**src/design/lfha_pkg.sv**
```systemverilog
// Package for the lowest-free handle allocator.
// Holds the operation codes, the field widths and the bitmap word geometry.
// No dependencies.
package lfha_pkg;

  localparam int DEFAULT_NUM_HANDLES = 256;
  localparam int HANDLE_W            = 8;
  localparam int HANDLE_SPAN         = 256;
  localparam int WORD_W              = 32;
  localparam int BIT_W               = 5;
  localparam int FUNC_W              = 2;

  localparam logic [FUNC_W-1:0] FN_ALLOC = 2'd0;
  localparam logic [FUNC_W-1:0] FN_FREE  = 2'd1;
  localparam logic [FUNC_W-1:0] FN_QUERY = 2'd2;
  localparam logic [FUNC_W-1:0] FN_CLEAR = 2'd3;

  typedef struct packed {
    logic         we;
    logic [15:0]  waddr;
    logic [31:0]  wdata;
  } bm_wr_t;

endpackage

```
**src/design/lfha_bitmap.sv**
```systemverilog
// Word-organized bitmap store of the allocator: one write port, one read port
// with registered read data. Depends on lfha_pkg.
module lfha_bitmap #(
  parameter int NUM_WORDS = 8,
  parameter int AW        = 3
) (
  input  logic                        clk_i,
  input  lfha_pkg::bm_wr_t            wr_i,
  input  logic [AW-1:0]               raddr_i,
  output logic [lfha_pkg::WORD_W-1:0] rdata_o
);

  logic [lfha_pkg::WORD_W-1:0] mem [NUM_WORDS];
  logic [lfha_pkg::WORD_W-1:0] rdata_q;

  always_ff @(posedge clk_i) begin
    if (wr_i.we) begin
      mem[wr_i.waddr[AW-1:0]] <= wr_i.wdata;
    end
    rdata_q <= mem[raddr_i];
  end

  assign rdata_o = rdata_q;

endmodule

```
**src/design/lowest_free_handle_allocator_top.sv**
```systemverilog
// Top level of the lowest-free handle allocator: sequencer, word scan unit
// and output register. Depends on lfha_pkg and lfha_bitmap.
//
// channel  dir  signals                  beat
// s_*      in   tvalid tready tdata[15:0] func, handle_in
// m_*      out  tvalid tready tdata[15:0] handle_out, ok
//
// Free and query of an in-range handle read and evaluate its bitmap word.
// Allocate scans from word 0 up, at most ceil(min(NUM_HANDLES,256)/32) words.
// Clear zeroes every bitmap word, ceil(NUM_HANDLES/32) words in all.
// After reset the same sweep zeroes the store before the first beat is taken.
// A new beat is taken while a finished result waits on m_tready_i.
module lowest_free_handle_allocator_top #(
  parameter int NUM_HANDLES = lfha_pkg::DEFAULT_NUM_HANDLES
) (
  input  logic        clk_i,
  input  logic        rst_ni,
  input  logic        s_tvalid_i,
  output logic        s_tready_o,
  input  logic [15:0] s_tdata_i,   // [1:0] func, [9:2] handle_in, [15:10] zero
  output logic        m_tvalid_o,
  input  logic        m_tready_i,
  output logic [15:0] m_tdata_o    // [7:0] handle_out, [8] ok, [15:9] zero
);

  localparam int WW          = lfha_pkg::WORD_W;
  localparam int NUM_WORDS   = (NUM_HANDLES + WW - 1) / WW;
  localparam int AW          = (NUM_WORDS > 1) ? $clog2(NUM_WORDS) : 1;
  localparam int ALLOC_LIM   = (NUM_HANDLES < lfha_pkg::HANDLE_SPAN) ?
                               NUM_HANDLES : lfha_pkg::HANDLE_SPAN;
  localparam int ALLOC_WORDS = (ALLOC_LIM + WW - 1) / WW;

  localparam logic [1:0] S_IDLE  = 2'd0;
  localparam logic [1:0] S_EVAL  = 2'd1;
  localparam logic [1:0] S_CLEAR = 2'd2;
  localparam logic [1:0] S_PUSH  = 2'd3;

  logic [1:0]                        state_q, state_d;
  logic                              init_q, init_d;
  logic [AW-1:0]                     ctr_q, ctr_d;
  logic [lfha_pkg::FUNC_W-1:0]       func_q, func_d;
  logic [lfha_pkg::HANDLE_W-1:0]     hdl_q, hdl_d;
  logic [lfha_pkg::HANDLE_W-1:0]     res_hdl_q, res_hdl_d;
  logic                              res_ok_q, res_ok_d;
  logic                              m_valid_q, m_valid_d;
  logic [lfha_pkg::HANDLE_W-1:0]     m_hdl_q, m_hdl_d;
  logic                              m_ok_q, m_ok_d;

  logic [lfha_pkg::FUNC_W-1:0]       in_func;
  logic [lfha_pkg::HANDLE_W-1:0]     in_hdl;
  logic                              accept;
  logic                              in_range;
  logic [AW-1:0]                     in_word;
  logic [AW-1:0]                     raddr;
  logic [WW-1:0]                     rdata;
  lfha_pkg::bm_wr_t                  wr;

  logic [WW-1:0]                     valid_mask;
  logic [WW-1:0]                     free_bits;
  logic [WW-1:0]                     lowest_oh;
  logic [lfha_pkg::BIT_W-1:0]        lowest_idx;
  logic [AW+lfha_pkg::BIT_W-1:0]     grant_idx;
  logic [WW-1:0]                     hdl_oh;
  logic                              out_free;

  assign in_func    = s_tdata_i[1:0];
  assign in_hdl     = s_tdata_i[9:2];
  assign s_tready_o = (state_q == S_IDLE);
  assign accept     = s_tvalid_i && s_tready_o;
  assign in_range   = (32'(in_hdl) < NUM_HANDLES);
  assign in_word    = AW'(32'(in_hdl) >> lfha_pkg::BIT_W);
  assign out_free   = !m_valid_q || m_tready_i;
  assign hdl_oh     = WW'(1) << hdl_q[lfha_pkg::BIT_W-1:0];

  // word scan: mask off bits past the grant limit, pick lowest zero
  always_comb begin
    for (int b = 0; b < WW; b++) begin
      valid_mask[b] = (32'({ctr_q, lfha_pkg::BIT_W'(b)}) < ALLOC_LIM);
    end
    free_bits  = ~rdata & valid_mask;
    lowest_oh  = free_bits & (~free_bits + WW'(1));
    lowest_idx = '0;
    for (int b = 0; b < WW; b++) begin
      if (lowest_oh[b]) begin
        lowest_idx = lowest_idx | lfha_pkg::BIT_W'(b);
      end
    end
    grant_idx = {ctr_q, lowest_idx};
  end

  always_comb begin
    state_d   = state_q;
    init_d    = init_q;
    ctr_d     = ctr_q;
    func_d    = func_q;
    hdl_d     = hdl_q;
    res_hdl_d = res_hdl_q;
    res_ok_d  = res_ok_q;
    m_valid_d = m_valid_q;
    m_hdl_d   = m_hdl_q;
    m_ok_d    = m_ok_q;
    raddr     = ctr_q;
    wr.we     = 1'b0;
    wr.waddr  = 16'(ctr_q);
    wr.wdata  = '0;

    if (m_valid_q && m_tready_i) begin
      m_valid_d = 1'b0;
    end

    unique case (state_q)
      S_IDLE: begin
        if (accept) begin
          func_d    = in_func;
          hdl_d     = in_hdl;
          ctr_d     = '0;
          res_hdl_d = '0;
          res_ok_d  = 1'b0;
          unique case (in_func)
            lfha_pkg::FN_ALLOC: begin
              raddr   = '0;
              state_d = S_EVAL;
            end
            lfha_pkg::FN_FREE, lfha_pkg::FN_QUERY: begin
              raddr   = in_word;
              ctr_d   = in_word;
              state_d = in_range ? S_EVAL : S_PUSH;
            end
            default: begin
              state_d = S_CLEAR;
            end
          endcase
        end
      end
      S_EVAL: begin
        if (func_q == lfha_pkg::FN_ALLOC) begin
          priority if (free_bits != '0) begin
            wr.we     = 1'b1;
            wr.wdata  = rdata | lowest_oh;
            res_hdl_d = lfha_pkg::HANDLE_W'(grant_idx);
            res_ok_d  = 1'b1;
            state_d   = S_PUSH;
          end else if (ctr_q == AW'(ALLOC_WORDS - 1)) begin
            state_d = S_PUSH;
          end else begin
            ctr_d = ctr_q + 1'b1;
            raddr = ctr_q + 1'b1;
          end
        end else begin
          res_ok_d = |(rdata & hdl_oh);
          if (func_q == lfha_pkg::FN_FREE) begin
            wr.we    = 1'b1;
            wr.wdata = rdata & ~hdl_oh;
          end
          state_d = S_PUSH;
        end
      end
      S_CLEAR: begin
        wr.we = 1'b1;
        if (ctr_q == AW'(NUM_WORDS - 1)) begin
          ctr_d = '0;
          if (init_q) begin
            init_d  = 1'b0;
            state_d = S_IDLE;
          end else begin
            res_ok_d = 1'b1;
            state_d  = S_PUSH;
          end
        end else begin
          ctr_d = ctr_q + 1'b1;
        end
      end
      default: begin
        if (out_free) begin
          m_valid_d = 1'b1;
          m_hdl_d   = res_hdl_q;
          m_ok_d    = res_ok_q;
          state_d   = S_IDLE;
        end
      end
    endcase
  end

  always_ff @(posedge clk_i or negedge rst_ni) begin
    if (!rst_ni) begin
      state_q   <= S_CLEAR;
      init_q    <= 1'b1;
      ctr_q     <= '0;
      m_valid_q <= 1'b0;
    end else begin
      state_q   <= state_d;
      init_q    <= init_d;
      ctr_q     <= ctr_d;
      m_valid_q <= m_valid_d;
    end
  end

  always_ff @(posedge clk_i) begin
    func_q    <= func_d;
    hdl_q     <= hdl_d;
    res_hdl_q <= res_hdl_d;
    res_ok_q  <= res_ok_d;
    m_hdl_q   <= m_hdl_d;
    m_ok_q    <= m_ok_d;
  end

  lfha_bitmap #(
    .NUM_WORDS (NUM_WORDS),
    .AW        (AW)
  ) u_bitmap (
    .clk_i   (clk_i),
    .wr_i    (wr),
    .raddr_i (raddr),
    .rdata_o (rdata)
  );

  assign m_tvalid_o = m_valid_q;
  assign m_tdata_o  = {7'd0, m_ok_q, m_hdl_q};

endmodule

```
**config.mk**
```make
export PLATFORM = sky130hd
export DESIGN_NAME = lowest_free_handle_allocator_top
export DESIGN_NICKNAME = d
export VERILOG_FILES = /design/src/design/lfha_pkg.sv /design/src/design/lfha_bitmap.sv /design/src/design/lowest_free_handle_allocator_top.sv
export SDC_FILE = /design/constraint.sdc
export NUM_CORES = 1
export LEC_CHECK = 0
export BUFFER_PORTS_ARGS = -buffer_cell sky130_fd_sc_hd__buf_2
export CORE_ASPECT_RATIO = 1.1
export CORE_MARGIN = 2
export CORE_UTILIZATION = 60
export CTS_CLUSTER_DIAMETER = 100
export DETAILED_ROUTE_END_ITERATION = 10
export HOLD_SLACK_MARGIN = 0.02
export PLACE_DENSITY = 0.88
export SLEW_MARGIN = 20
export SYNTH_ARGS = -nofsm -noshare
export SYNTH_HDL_FRONTEND = slang
export SYNTH_HIERARCHICAL = 1
export SYNTH_SLANG_ARGS = --single-unit
```
**constraint.sdc**
```tcl
create_clock -name clk_i -period 12.8 [get_ports clk_i]
set_input_delay 1.92 -clock clk_i [delete_from_list [all_inputs] [get_ports clk_i]]
set_output_delay 1.92 -clock clk_i [all_outputs]
set_load 0.005 [all_outputs]
```
Word-level counts from Yosys, hierarchy flattened

Memory sizes are Yosys's and may differ from the RTL's. A register that Yosys moved wholly into a read port is not among the register bits.
Cells that the tools add are included.

Output and inout port bits: 18
Word-level logic and storage cells: 193
Memories: 1
Flip-flop bits (word level): 32
Memory bits (writable): 256
Input port bits: 20

$add $sub $neg: 2
Reduce and logical (&&, ||, !) cells: 23
Equality and inequality tests: 14
Shift-type cells: 1
Muxes and demuxes: 134
Bitwise logic cells: 8

Memory list:

| name         | words | bits a word | read ports | clocked after Yosys merged registers in | write ports | RTL line          | text |
|---|---|---|---|---|---|---|---|
| u_bitmap.mem | 8     | 32          | 1          | 1                                       | 1           | lfha_bitmap.sv:13 | `logic [lfha_pkg::WORD_W-1:0] mem [NUM_WORDS];` |

Operators by type and width:

| operator                                            | number |
|---|---|
| two-way mux 32 bit                                  | 9 |
| AND 32 bit                                          | 3 |
| NOT 32 bit                                          | 3 |
| two-way mux 5 bit                                   | 18 |
| two-way mux 3 bit                                   | 24 |
| two-way mux 8 bit                                   | 9 |
| two-way mux 2 bit                                   | 25 |
| two-way mux 1 bit                                   | 34 |
| adder 32 x 1 -> 32 bit, second input constant       | 1 |
| two-way mux 4 bit                                   | 8 |
| bitwise OR 32 bit                                   | 1 |
| nonzero test 32 bit                                 | 1 |
| OR reduction 32 bit                                 | 1 |
| left shift 1 x 5 -> 32 bit, first input constant    | 1 |
| one-hot mux 8 bit (2 select lines)                  | 1 |
| one-hot mux 3 bit (2 select lines)                  | 2 |
| inequality test 2 bit, second input constant        | 5 |
| one-hot mux 3 bit (3 select lines)                  | 1 |
| AND reduction 4 bit                                 | 2 |
| equality test 2 x 1 -> 1 bit, second input constant | 3 |
| logical NOT 2 bit                                   | 3 |
| one-hot mux 2 bit (3 select lines)                  | 1 |
| AND reduction 2 bit                                 | 3 |
| OR reduction 3 bit                                  | 2 |
| 18 further kinds                                    | 21 |

Longest topological paths before layout

Word-level depth: 41
Depth in mapped cells: 11
Mapped depth without buffers: 9

Hierarchy

Netlist, hierarchy kept.

By module, submodules not included:

| module                           | cells each | area an instance (sq um) | seq. area each (sq um) | times used |
|---|---|---|---|---|
| lfha_bitmap                      | 415        | 10466.3                  | 8328.0                 | 1 |
| lowest_free_handle_allocator_top | 521        | 3849.9                   | 928.4                  | 1 |

Least setup slack after synthesis

OpenSTA, ideal clock, no wires.

Path type: reg2reg
Start: register state_q[1]
End: memory u_bitmap/mem[0][0] (netlist bit), enable pin
Buffers on the path: 1
Arrival: 3.773 ns
Path slack: 8.566 ns
Clock period less this slack: 4.234 ns
Data required time: 12.339 ns
Stages on the path, launching flop included: 10
Setup time: 0.461 ns
Cells stage by stage: dfstp_2 inv_1 ha_1 clkbuf_1 inv_1 nor2_1 o21ai_2 a21boi_0 nand2b_1 nor3_1

RTL lines:

| element                  | RTL line                                | text |
|---|---|---|
| start: declaration       | lowest_free_handle_allocator_top.sv:38  | `logic [1:0] state_q, state_d;` |
| start signal: assignment | lowest_free_handle_allocator_top.sv:191 | `state_q <= state_d;` |
| end: declaration         | lfha_bitmap.sv:13                       |  |

Worst setup path in the final report

Start: input s_tvalid_i
End: register u_bitmap.rdata_q, in the netlist u_bitmap/rdata_o[23] (read register of u_bitmap.mem)

Cells in the longest elaborated chain, start to end: 4

RTL lines:

| element                            | RTL line                                | text |
|---|---|---|
| start: declaration                 | lowest_free_handle_allocator_top.sv:18  | `input logic s_tvalid_i,` |
| logical AND 1 bit                  | lowest_free_handle_allocator_top.sv:69  | `assign accept = s_tvalid_i && s_tready_o;` |
| two-way mux 3 bit                  | lowest_free_handle_allocator_top.sv:113 | `if (accept) begin` |
| two-way mux 3 bit                  | lowest_free_handle_allocator_top.sv:111 | `unique case (state_q)` |
| one-hot mux 3 bit (2 select lines) | lowest_free_handle_allocator_top.sv:111 |  |
| via raddr[0]                       | lowest_free_handle_allocator_top.sv:54  | `logic [AW-1:0] raddr;` |
| end: declaration                   | lfha_bitmap.sv:14                       | `logic [lfha_pkg::WORD_W-1:0] rdata_q;` |

The timed path passes the listed nets, and every way through them passes these cells. The select of a mux whose other input is x is not followed.
A chain may end at the register's enable or synchronous reset.

==> results.txt <==
* Run status: finished, final reports clean
- Die Ht: between 150 and 200 um
- Final WS setup: slightly above 8 ns
* Layout Skew: 0.0120 ns
- Number of buffers inserted during clock tree synthesis: 30
- For this design, the CTS-stage hold fixing added 0 buffers.
- Most frequent cells in the layout: edfxtp_1, nand2_1, a21oi_1
- Timing analysis after detailed placement gives a worst setup slack of between 7 and 8 ns.
- Static leakage: about 5.2 nW
- After the first detailed-routing iteration, the DRC count stood at 1276.
- Critical path depth: 8
- Most frequent cell on the critical path: buf_4
- The first detailed-routing pass took 6 iterations.
- Along the worst path, the maximum fanout reaches 44.
* Share of power burned in the clock network: 22.9%
- In this run the worst hold path is classified as flip-flop to flip-flop.
* Setup repair after global routing missed its margin: no
* Via count of the first global-routing pass: around 8700
- Post-synthesis instance total: approximately 940
* DIE AREA: 25100 um^2
* Die outline width: ~150 um
- For the worst flop-to-flop path, the logic depth is 9.
* Max VDD drop: 0.159 mV
- Fraction of layout instances using a drive strength above 1: 18.7%
- Accumulated negative setup slack: 0 ns
- Share of the synthesized area in the top cell type: about 60%
- Fraction of power consumed by combinational cells: around a third
- Mean number of vias per cell: 6.96
- Including well taps, the total number of placed cells is ~1200.
- Number of placement rows: 59
- The congestion estimate from routability-driven global placement came to ~1.0.
* Yosys top cell by area: edfxtp_1
* Worst path slowest cell: buf_4
* Critical Path Start Type: primary input
- Worst Setup End Kind: flip-flop
- DRC violation count after routing: 0
- In this run the power density over the cells is 245 nW/um^2.
- At the pin with the least slew margin, the transition time is around 1.1 ns.
- HPWL after DPL: ~22000 um
- Num ports: 38
- Buf+Inv Stages, Crit Path: 3
* Per-instance average area after synthesis: approximately 15 um^2
- In this run the tool buffered the top-level ports with 24 buffer cells.
* Fin crit share: between 30% and 40%
* Number of post-CTS setup repair buffers: 0
* Clock transition at the register clock pins on the worst setup and hold paths after CTS: approximately 0.06 ns
- The share of the Yosys chip area taken by registers is between 60% and 70%.
- The signal on the critical path passes through buf_2, and2_1, nand2b_1, o211ai_1, buf_4, buf_4, mux4_1, mux2_2.
- In this run the critical register-to-register path is launched from u_bitmap/rdata_o[0].
- The tree is rooted in a clkbuf_16.
- Number of distinct library cells after synthesis: between 70 and 80
- The library cell used most frequently in the layout, excluding fill and tap cells, is edfxtp_1.
- The kind of cell with the highest combined delay along the critical path is buffers and inverters.
- In this run switching power makes up 34.7% of total power.
* Overall via count from detail_route: slightly below 9000
- H-Tree Depth: 1
* Largest cells by area after synthesis: edfxtp_1, mux4_1, dfxtp_1
- Pin count of the biggest net entering global routing: between 60 and 70
- The floorplan step defined a core boundary enclosing between 20000 and 25000 um^2.
- Critical path endpoint: u_bitmap/rdata_o[23]
* Worst slack on hold paths: around 0.42 ns
* Post-CTS Resized: 0
* Rel. slew slack: between 20% and 30%
- Final ANT Viol Nets: 0
- After detailed routing, the average wire length per cell comes to around 27 um.
- Max Root-Sink Buffers: 3
- Min cycle time layout: 4.51 ns
- Initial Utilization: about three fifths
- CP peak stage delay: approximately 0.7 ns
- Clock latency at the later pin of the worst-skew pair: about 0.56 ns
* CP arrival: 4.96 ns
- Cells fill roughly two thirds of the core in the end.
- The finished layout holds around 1300 standard cells, fillers aside.
- The final max-slew violation count is 0.
* Capture point of the worst reg-to-reg path: u_bitmap/rdata_o[23]
* Maximum clock rate: ~0.22 GHz
- Wire length of the first global-routing pass: approximately 52000 um
* Layout net count: 987
- Proportion of power drawn by flip-flops and latches: about two fifths
- Yosys printed 6 warnings.
- Net switching power of the design: about 1.3 mW
* Worst EP required: 13.24 ns
* Summed instance area of the synthesized netlist: around 14000 um^2
* Remaining Overflow, GRT: 0
- Hold violation total from the final report: 0
* Ant. Diodes: 0
* Setup CP Type: primary input to flip-flop
- The clock drives 320 sinks.
- Predominant post-synthesis flop cell: edfxtp_1
- Routed Wire Length: ~35000 um
- Worst setup slack for register-to-register paths: between 8 and 9 ns
* Max_cap viols: 0
* Synthesis-stage register bit count: 320
- The number of antenna violations at the first check in global routing is 0.
* Number of enable-type register cells in the synthesized netlist: between 200 and 300
* Total of endpoints with negative setup slack in the final report: 0
- TritonCTS built the clock tree.
- Internal power: between 2 and 3 mW
- Compared with the post-synthesis result, the final layout area differs by 9.88%.
- Async set-or-reset flop fraction in the synthesized netlist: 2.19%
* Overall routing resource usage: ~28%
* Critical path startpoint: s_tvalid_i
-- registers in the layout (all words and copies together), names as in the netlist --
signal            cells
u_bitmap/mem        256
u_bitmap/rdata_o     32
m_hdl_q               8
res_hdl_q             8
hdl_q                 5
ctr_q                 3
func_q                2
state_q               2
init_q                1
m_ok_q                1
m_tvalid_o            1
res_ok_q              1
-- how the worst min path moves through the flow --
stage | from | endpoint | cells after the start
finish | res_hdl_q[3] | m_hdl_q[3] | 0
global route | res_hdl_q[3] | m_hdl_q[3] | 0
CTS | res_hdl_q[3] | m_hdl_q[3] | 0
detailed placement | res_hdl_q[3] | m_hdl_q[3] | 0
global placement | res_hdl_q[7] | m_hdl_q[7] | 0
floorplan | res_hdl_q[0] | m_hdl_q[0] | 0
-- through the flow --
step / area (um^2) / total power, mW
final: 15700 / 3.85
after global routing: 15700 / 4.00
after CTS: 15700 / 3.83
after detailed placement: 14700 / 2.94
after global placement: 14700 / 2.89
after floorplan: 14300 / 2.56
-- final cells by class --
class                   instances  area [um^2]
flip-flops and latches        320         9260
fillers                      1527         7820
multi-input cells             540         4750
clock buffers                  39          856
well taps                     305          382
repair buffers                 44          270
clock inverters                17          141
inverters                      21         78.8
-- logic make-up (layout without fill, tap and decap cells) --
| group | count (synthesis) | in the layout | share of synthesized area [%] |
|---|---|---|---|
| AO/OA/AOI/OAI | 161 | 161 | 7.35 |
| adder cells (fa/ha/maj) | 10 | 10 | 0.874 |
| buffers and inverters | 82 | 121 | 2.89 |
| flip-flops | 320 | 320 | 64.7 |
| multiplexers | 108 | 108 | 14.6 |
| other | 1 | 7 | 0.0262 |
| AND/OR/NAND/NOR | 254 | 254 | 9.61 |
-- layer usage --
metal  global-route usage (%)  vias to the layer above  part of all wire, %
li1                         -                     3794                    -
met1                     38.3                     4423                   38
met2                     43.7                      587                   47
met4                     13.2                        0                  5.8
met3                     4.73                      142                  9.5
met5                        0                        -                    0
-- cell usage after synthesis (21+ instances only) --
library cell / count
edfxtp_1: 281
nand2_1: 69
a21oi_1: 41
mux4_1: 40
o21ai_0: 39
nor2_1: 36
mux2_2: 34
dfxtp_1: 32
nand3_1: 27
clkbuf_1: 26
mux4_2: 25
inv_1: 21
-- power by group through the flow --
| stage | logic, mW | clock network (mW) | registers (mW) |
|---|---|---|---|
| after floorplan | 1.06 | 0 | 1.50 |
| after global placement | 1.28 | 0 | 1.61 |
| after detailed placement | 1.33 | 0 | 1.61 |
| after CTS | 1.34 | 0.894 | 1.59 |
| after global routing | 1.44 | 0.935 | 1.62 |
| final | 1.36 | 0.883 | 1.61 |
(Power assumes the default switching activity.)
